==> config.mk <==
export PLATFORM = sky130hd
export DESIGN_NAME = pba_ctrl
export DESIGN_NICKNAME = d
export VERILOG_FILES = /design/src/hdl/pba_pkg.sv /design/src/hdl/pba_ctrl.sv
export SDC_FILE = /design/constraint.sdc
export NUM_CORES = 1
export LEC_CHECK = 0
export CAP_MARGIN = 20
export CORE_AREA = 2 2 39 41
export DETAILED_ROUTE_END_ITERATION = 10
export DIE_AREA = 0 0 41 43
export DONT_BUFFER_PORTS = 1
export PLACE_DENSITY = 0.47
export SLEW_MARGIN = 0
export SYNTH_ARGS = -nofsm -noshare
export SYNTH_HDL_FRONTEND = slang
export SYNTH_SLANG_ARGS = --single-unit
==> constraint.sdc <==
create_clock -name clk -period 2.65 [get_ports clk]
set_input_delay 0.265 -clock clk [delete_from_list [all_inputs] [get_ports clk]]
set_output_delay 0.265 -clock clk [all_outputs]
set_load 0.05 [all_outputs]
==> src/hdl/pba_pkg.sv <==
// Shared types and codes for the page bitmap allocator.
package pba_pkg;

    // Operation codes of one request.
    typedef enum logic [1:0]
    {
        OP_ALLOC   = 2'd0,
        OP_FREE    = 2'd1,
        OP_ADD     = 2'd2,
        OP_RESERVE = 2'd3
    } op_t;

    // Request payload.
    typedef struct packed
    {
        op_t         op;
        logic [63:0] addr;
        logic [63:0] length;
    } req_t;

    // Response payload.
    typedef struct packed
    {
        logic [28:0] page_addr;
        logic        out_of_memory;
        logic [17:0] free_pages;
        logic [63:0] total_bytes;
    } rsp_t;

    // Commands from the controller to the datapath.
    typedef struct packed
    {
        logic capture;
        logic setup;
        logic range;
        logic eval;
        logic enc;
        logic clr;
    } cmd_t;

    // Status from the datapath to the controller.
    typedef struct packed
    {
        logic empty;
        logic alloc;
        logic found;
        logic last_word;
        logic clr_last;
    } sts_t;

endpackage

==> src/hdl/pba_ctrl.sv <==
// Controller state machine of the page bitmap allocator.
module pba_ctrl
    import pba_pkg::*;
(
    input  logic clk,
    input  logic rst_n,
    input  logic start,
    input  sts_t sts,
    output cmd_t cmd,
    output logic busy,
    output logic done
);

    typedef enum logic [7:0]
    {
        S_CLEAR = 8'b0000_0001,
        S_IDLE  = 8'b0000_0010,
        S_SETUP = 8'b0000_0100,
        S_RANGE = 8'b0000_1000,
        S_READ  = 8'b0001_0000,
        S_EVAL  = 8'b0010_0000,
        S_ENC   = 8'b0100_0000,
        S_DONE  = 8'b1000_0000
    } state_t;

    state_t state_reg;
    state_t state_next;

    // State register; reset starts the clearing pass over the map.
    always_ff @(posedge clk or negedge rst_n)
    begin
        if (!rst_n)
        begin
            state_reg <= S_CLEAR;
        end
        else
        begin
            state_reg <= state_next;
        end
    end

    // Next state and commands.
    always_comb
    begin
        state_next = state_reg;
        cmd        = '0;
        unique case (state_reg)
            S_CLEAR:
            begin
                cmd.clr = 1'b1;
                if (sts.clr_last)
                begin
                    state_next = S_IDLE;
                end
            end
            S_IDLE:
            begin
                if (start)
                begin
                    cmd.capture = 1'b1;
                    state_next  = S_SETUP;
                end
            end
            S_SETUP:
            begin
                cmd.setup  = 1'b1;
                state_next = S_RANGE;
            end
            S_RANGE:
            begin
                cmd.range  = 1'b1;
                state_next = sts.empty ? S_DONE : S_READ;
            end
            S_READ:
            begin
                state_next = S_EVAL;
            end
            S_EVAL:
            begin
                cmd.eval = 1'b1;
                priority if (sts.alloc && sts.found)
                begin
                    state_next = S_ENC;
                end
                else if (sts.last_word)
                begin
                    state_next = S_DONE;
                end
                else
                begin
                    state_next = S_READ;
                end
            end
            S_ENC:
            begin
                cmd.enc    = 1'b1;
                state_next = S_DONE;
            end
            S_DONE:
            begin
                state_next = S_IDLE;
            end
            default:
            begin
                state_next = S_CLEAR;
            end
        endcase
    end

    assign busy = (state_reg != S_IDLE);
    assign done = (state_reg == S_DONE);

endmodule

# == Yosys cells after proc, flatten, opt, wreduce, memory -nomap -nowiden ==
# Cells that the tools add are included.
# op_classes
eq_ne,11
mux,13
reduce_logical,2
# ops
op,count
$pmux 8 s8,1
$mux 8,5
$eq 8x1->1 const B,1
$eq 8x2->1 const B,1
$eq 8x3->1 const B,1
$eq 8x4->1 const B,1
$eq 8x5->1 const B,1
$eq 8x6->1 const B,1
$eq 8x7->1 const B,1
$eq 8x8->1 const B,1
$ne 8x2->1 const B,1
$mux 1,7
$ne 2x2->1 const B,2
$reduce_and 2->1,1
$logic_and 1x1->1,1
# word_totals
reg_bits,8
output_inout_bits,8

# == Depth between registers and ports, before layout ==
# Gate-level depths: netlist (run 1).
# logic_depth
word_depth,3
depth_mapped,6
depth_no_buf,4

# == Worst setup path before layout (run 1) ==
# No wires, ideal clock.
# synth_timing
path_kind,reg-to-output
start,register state_reg[7]
end,output port cmd[4] (netlist bit)
arrival_ns,2.614
required_ns,2.385
slack_ns,-0.229
path_stages_with_launch,5
n_path_buf,2
cell_sequence,dfrtp_1 -> buf_2 -> or4_1 -> buf_2 -> nor4_1
# synth_lines
element,line,rtl
from (decl),pba_ctrl.sv:26,state_t state_reg;
from (signal assigned),pba_ctrl.sv:38,state_reg <= state_next;
to (decl),pba_ctrl.sv:9,"output cmd_t cmd,"

==> run metrics, run 1 <==
Mapped Nets 60; hold depth 1; drt initial violations 4; non-filler cells, final 76; Synth top cells by count dfrtp_1 (7), nand2_1 (6), nor2_1 (5); min Tclk post-route 2.53 ns; Synth Area per Inst 9.36 um^2; Cell variety after synth 24; synth warn 0; RSZ-0062 raised after global routing false; top cells by area, synth dfrtp_1 (36%), dfstp_2 (5.4%), nand2_1 (4.6%), or4_4 (4.6%), nor4_4 (4.4%); Root Buffer clkbuf_4; first-pass GRT wire length 2010 um; worst-case clock buffer depth 2; P_int 0.000275 W; clk_lat worst skew 0.26 ns; setup_tns 0 ns; clock sink total 8; postcts setup bufs 0; Synth Flop Type dfrtp_1; I/O pin cnt 16; Min-Delay Path Class in -> reg; hold path startpoint sts[1]; reg2reg end state_reg[0]; layout cells sized above 1 26.7%; overall routing resource usage 17.4%; initial antenna violation count 0; MaxCap Viol Count 0; Worst path most repeated cell or4_4; Peak VDD IR 282 uV; R2R setup slack 0.71 ns; Initial Util 35.2%; Die Y 43 um; Antenna Nets Post-Route 0; TritonRoute pass-1 iters 4; vias 431; post-synthesis sequential area ratio 41.4%; drt total wl 1160 um; final worst slack 0.124 ns; switching pwr 0.000233 W; CTS tree done; post-DR wirelength/cell 15.2 um; area of the die 1760 um^2; PD cells 880 nW/um^2; Comb power frac 45.3%; Antenna Cells 0; DR vias/cell 5.67; Clock Power Share 20.3%; critical path's largest stage delay 0.62 ns; CP Capture Type primary output; R2R cell count 4; Seq cells post-synth 8; slew margin rel. 62.4%; Tcrit/Tclk final 95.3%; routability congestion estimate from global placement 0.842; Mapped Area 487 um^2; pins over their slew limit 0; dpl hpwl 879 um; number of synthesized flops with an enable pin 0; Hold Vio Cnt, Final 0; count leader, synth dfrtp_1; status finished, final reports clean; post-place setup slack 0.377 ns; die width 41 um; ys async rst share 100%; actual slew at the worst max-slew pin 0.563 ns; Worst Path Arrival 2.26 ns; largest net degree at the start of global routing 10; required time worst endpoint 2.38 ns; Worst R2R Start state_reg[4]; number of CTS-inserted buffers 3; area grow syn2layout 18.8%; Hold Path Sink state_reg[4]; Post-route DRC 0; area leader, netlist dfrtp_1; CP startpoint state_reg[4]; site row count 14; final net count 69; max reg flops 8; Sw Share 45.9%; vias in the first global route 408; Buffers on Ports 0; Worst Path Max Fanout 8; Synth Instances 52; total grt overflow 0; share of the synthesized area in the top cell type 36.0%; crit-path cells or4_4, or4_4, nor2_1, buf_4; Max stage delay cell, worst path or4_4; Max Fclk 396 MHz; Clk pin slew, worst setup/hold paths 0.06 ns; H-Tree Depth 1; Core Area 1380 um^2; Worst Skew 0.00529 ns; CP startpoint kind register; # setup viols final 0; Reg power frac 34.5%; Leak 0.256 nW; DP Cell Count 71; WS Path Type reg -> out
==> stage by stage <==
stage	cell area (um^2)	utilization [%]	hold WS, ns	power [W]
floorplan	493	-	-0.0306	0.000373
global placement	541	39.1	-0.0304	0.000399
detailed placement	541	39.1	-0.0304	0.000403
CTS	577	41.7	0.0863	0.000511
global route	578	41.8	0.0910	0.000551
finish	578	41.8	0.0902	0.000509
==> cell usage in the layout, fill, tap and decap left out <==
master | Yosys | routed
nand2_1 | 6 | 6
dfrtp_1 | 7 | 6
nor2_1 | 5 | 5
buf_4 | 0 | 5
nand2b_1 | 3 | 3
nor3_1 | 3 | 3
clkbuf_4 | 0 | 3
or4_4 | 2 | 2
nor4_1 | 3 | 2
inv_1 | 2 | 2
or4b_1 | 2 | 2
a31oi_1 | 2 | 2
o22ai_1 | 2 | 2
nand3_1 | 2 | 2
and4b_1 | 1 | 1
nor4b_1 | 1 | 1
or4_1 | 1 | 1
nor4_2 | 0 | 1
nor4_4 | 1 | 1
inv_2 | 1 | 1
nor2b_1 | 1 | 1
mux2i_1 | 1 | 1
o32a_1 | 1 | 1
a211o_2 | 1 | 1
xor2_1 | 1 | 1
clkbuf_1 | 0 | 1
dlygate4sd3_1 | 0 | 1
dfstp_2 | 1 | 1
dfrtp_2 | 0 | 1
==> routing by layer <==
layer | vias up | GRT usage (%) | share of wire (%)
li1 | 212 | - | -
met1 | 201 | 23.8 | 42
met2 | 16 | 24.7 | 48
met3 | 2 | 4.71 | 8.1
met4 | 0 | 8.00 | 1.4
met5 | - | 0 | 0
==> critical path, delay by kind of cell (launching register included) <==
kind	cells	cell delay [ns]
simple gates	3	1.31
flops	1	0.48
buf+inv	1	0.21
==> how the worst max path moves through the flow <==
stage	slack, ns	end	cells past startpoint
6_report	0.12	cmd[5]	4
5_1_grt	0.03	cmd[5]	4
4_1_cts	0.08	cmd[5]	4
3_5_place_dp	0.38	cmd[5]	4
3_3_place_gp	0.42	cmd[5]	4
2_1_floorplan	0.07	cmd[5]	3
==> layout make-up <==
cell class,count,area [um^2]
fill,148,806
multi-input combinational,39,270
sequential,8,203
timing repair buffer,6,47.5
clock buffer,4,26.3
tap,16,20.0
inverter,3,11.3
==> power groups by stage <==
stage | combinational, W | clock (W) | sequential [W]
detailed placement | 0.000227 | 0 | 0.000176
global placement | 0.000224 | 0 | 0.000175
floorplan | 0.000204 | 0 | 0.000169
finish | 0.000230 | 0.000103 | 0.000175
global route | 0.000258 | 0.000112 | 0.000181
CTS | 0.000231 | 0.000106 | 0.000174
==> logic make-up after synthesis <==
group,synth area share (%)
and+or+nand+nor,41.1
buffers and inverters,4.37
DFF,41.4
muxes,2.06
AOI/OAI and AO/OA,9.25
xor gates and xnor gates,1.80
==> repair_timing <==
item | CTS | global route
resized for setup | 0 | 1
hold buffers | 1 | 0
endpoints found under the hold margin | 8 | 0
setup endpoints to repair | 0 | 1
Power figures use the tool's default switching activity.
==> inputs of run 2 (changes only) <==
- PLACE_DENSITY: 0.47 -> 0.54
==> run metrics, run 2 (synthesized netlist as in run 1, its figures left out) <==
M1 wire length 538 um; Leak 0.257 nW; Max Fclk 395 MHz; Met2 Wirelength 414 um; Antenna Nets Post-Route 0; worst-case clock buffer depth 2; met3 WL 62 um; Initial Util 35.2%; overall routing resource usage 14.1%; clk_lat worst skew 0.26 ns; reg2reg end state_reg[4]; CP startpoint kind register; routability congestion estimate from global placement 0.759; Worst Path Arrival 2.27 ns; hold-fix buffers at CTS 1; min Tclk post-route 2.53 ns; area grow syn2layout 18.5%; max reg flops 8; postcts setup bufs 0; post_cts resized 0; post-DR wirelength/cell 13.4 um; Fillers 133; number of CTS-inserted buffers 3; Worst Skew 0.00498 ns; Peak VDD IR 356 uV; vias 405; WS Path Type reg -> out; die width 41 um; site row count 14; I/O pin cnt 16; Clk pin slew, worst setup/hold paths 0.06 ns; largest net degree at the start of global routing 10; area of the die 1760 um^2; PD cells 887 nW/um^2; DR vias/cell 5.33; actual slew at the worst max-slew pin 0.552 ns; Worst R2R Start state_reg[7]; Die Y 43 um; hold path startpoint sts[0]; pins over their slew limit 0; setup_tns 0 ns; first-pass GRT wire length 1590 um; Post-route DRC 0; MaxCap Viol Count 0; slew margin rel. 63.2%; final net count 69; Core Area 1380 um^2; commonest non-fill, non-tap cell in the layout dfrtp_1; # setup viols final 0; CTS tree done; required time worst endpoint 2.38 ns; R2R setup slack 0.69 ns; Antenna Cells 0; top sig layer met3; fin util 41.7%; TritonRoute pass-1 iters 4; clock sink total 8; vias in the first global route 380; Tcrit/Tclk final 95.6%; drt initial violations 1; RSZ-0062 raised after global routing false; commonest cells after routing, fill and taps aside dfrtp_1 (7), nand2_1 (6), nor2_1 (5), buf_4 (5); CP startpoint state_reg[5]; total grt overflow 0; dpl hpwl 739 um; Root Buffer clkbuf_4; layout cells sized above 1 25.0%; Min-Delay Path Class in -> reg; R2R cell count 5; drt total wl 1020 um; status finished, final reports clean; H-Tree Depth 1; Worst Path Max Fanout 8; CP Capture Type primary output; Hold Vio Cnt, Final 0; Critical Path End cmd[5]; Buffers on Ports 0; initial antenna violation count 0
[run 2: worst min-delay path by stage]
stage,to,slack [ns],depth (start not counted)
final,state_reg[0],0.09,1
after global routing,state_reg[0],0.07,1
after CTS,state_reg[0],0.07,1
after detailed placement,state_reg[1],-0.03,0
after global placement,state_reg[1],-0.03,0
after floorplan,state_reg[1],-0.03,0
[run 2: area by class of cell]
type                            count  area [um^2]  share of cell area [%]
Inverter                            3         11.3                    1.95
Tap cell                           16         20.0                    3.47
Multi-Input combinational cell     39          270                    46.9
Clock buffer                        4         26.3                    4.56
Sequential cell                     8          201                    34.9
Timing Repair Buffer                6         47.5                    8.24
[run 2: power breakdown]
part | total (W) | switching, W | internal, W
clock network | 0.000106 | 0.0000475 | 0.0000580
registers | 0.000173 | 0.0000245 | 0.000148
logic | 0.000234 | 0.000164 | 0.0000693
total | 0.000512 | 0.000236 | 0.000276
[run 2: through the flow]
step / cell area, um^2 / power, W / hold WS, ns / worst slack (ns) / cells
4_1_cts: 577 / 0.000517 / 0.0743 / 0.104 / 76
5_1_grt: 577 / 0.000550 / 0.0734 / 0.0330 / 76
2_1_floorplan: 493 / 0.000373 / -0.0306 / 0.0662 / 52
6_report: 577 / 0.000512 / 0.0872 / 0.116 / 76
3_3_place_gp: 541 / 0.000405 / -0.0304 / 0.414 / 71
3_5_place_dp: 541 / 0.000400 / -0.0304 / 0.398 / 71
[run 2: per-layer routing]
layer	GRT usage, %	vias up
li1	-	214
met1	19.7	177
met2	17.5	14
met3	6.28	0
met4	8.00	0
met5	0	-
[run 2: worst max-delay path, stage by stage (launching register included)]
cell and delay (ns):
dfrtp_1 0.47, or4_4 0.58, or4_4 0.62, nor2_1 0.13, buf_4 0.20
==> inputs of run 3 (changes only) <==
==> constraint.sdc (replaced) <==
create_clock -name clk -period 2.65 [get_ports clk]
set_input_delay 0.6625 -clock clk [delete_from_list [all_inputs] [get_ports clk]]
set_output_delay 0.6625 -clock clk [all_outputs]
set_load 0.05 [all_outputs]
==> run metrics, run 3 (synthesized netlist as in run 1, its figures left out) <==
drt initial violations 3; min Tclk post-route 2.56 ns; I/O pin cnt 16; MaxCap Viol Count 0; WS Path Type reg -> out; actual slew at the worst max-slew pin 0.496 ns; Root Buffer clkbuf_4; TritonRoute pass-1 iters 4; vias 444; reg2reg end state_reg[0]; area of the die 1760 um^2; Min-Delay Path Class in -> async; critical path's largest stage delay 0.55 ns; Worst Skew 0.00424 ns; DP Cell Count 76; status finished, final reports clean; Initial Util 35.2%; cell area after layout 641 um^2; final worst slack 0.0858 ns; Clk pin slew, worst setup/hold paths 0.06 ns; Post-Place Cell Area 603 um^2; CTS tree done; Worst Path Arrival 1.90 ns; Antenna Nets Post-Route 0; Buffers on Ports 0; CP startpoint state_reg[5]; first-pass GRT wire length 1680 um; final net count 74; Leak 0.291 nW; Post-route DRC 0; # setup viols final 0; clk_lat worst skew 0.25 ns; Max stage delay cell, worst path or4_4; vias in the first global route 411; Max Fclk 390 MHz; required time worst endpoint 1.99 ns; die width 41 um; pins over their slew limit 0; site row count 14; DR vias/cell 5.48; hold-fix buffers at CTS 0; worst hold slack 0.0985 ns; drt total wl 1050 um; clock sink total 8; number of CTS-inserted buffers 3; Die Y 43 um; Worst path most repeated cell or4_4; largest net degree at the start of global routing 9; area grow syn2layout 31.6%; dpl hpwl 799 um; overall routing resource usage 14.7%; crit-path cells or4_4, or4_4, nor2_4, buf_12; CP startpoint kind register; worst-case clock buffer depth 2; max reg flops 8; routability congestion estimate from global placement 0.728; Hold Vio Cnt, Final 0; Worst Path Max Fanout 3; commonest non-fill, non-tap cell in the layout buf_4; slew margin rel. 66.7%; R2R setup slack 0.82 ns; H-Tree Depth 1; layout cells sized above 1 36.9%; initial antenna violation count 0; total grt overflow 0; Peak VDD IR 370 uV; CP Capture Type primary output; Antenna Cells 0; non-filler cells, final 81; Core Area 1380 um^2; RSZ-0062 raised after global routing false; post-DR wirelength/cell 13.0 um; PD cells 831 nW/um^2; Worst R2R Start state_reg[5]; post-place setup slack 0.303 ns; commonest cells after routing, fill and taps aside buf_4 (10), dfrtp_1 (7), nand2_1 (6), nor2_1 (4); Tcrit/Tclk final 96.8%; R2R cell count 5
run 3: area by class of cell:
type	count	area, um^2
fillers	143	743
well taps	16	20.0
clock buffers	4	26.3
multi-input cells	39	287
repair buffers	11	95.1
inverters	3	11.3
flip-flops and latches	8	201
run 3: routing by layer:
metal	global-route usage [%]	up-vias	share of wire, %
li1	-	222	-
met1	18.5	203	47
met4	10.0	0	1.3
met5	0	-	0
met2	20.0	17	46
met3	5.24	2	5.9
run 3: report_power, final:
part | switching, W | internal, W
sequential | 0.0000258 | 0.000148
clock | 0.0000423 | 0.0000577
combinational | 0.000164 | 0.0000941
total | 0.000232 | 0.000300
run 3: repair_timing:
item	CTS	global route
gates resized for setup	0	1
setup endpoints to repair	0	2
buffers inserted	0	1
run 3: how the worst max path moves through the flow:
stage	slack, ns	end	cells after the start
final	0.09	cmd[5]	4
after global routing	0.03	cmd[5]	4
after CTS	0.01	cmd[5]	4
after detailed placement	0.30	cmd[5]	4
after global placement	0.30	cmd[5]	4
after floorplan	-0.05	cmd[4]	4
run 3: worst max-delay path, delay by kind of cell (launching register included):
family,cells,cell delay [ns]
simple gates,3,1.14
flops,1,0.37
buf+inv,1,0.14
run 3: metrics by stage:
stage / setup TNS [ns] / total power (W) / utilization, %
CTS: 0 / 0.000523 / 45.5
finish: 0 / 0.000533 / 46.3
detailed placement: 0 / 0.000420 / 43.6
global placement: 0 / 0.000422 / 43.6
floorplan: -0.0529 / 0.000378 / -
global route: 0 / 0.000569 / 46.3
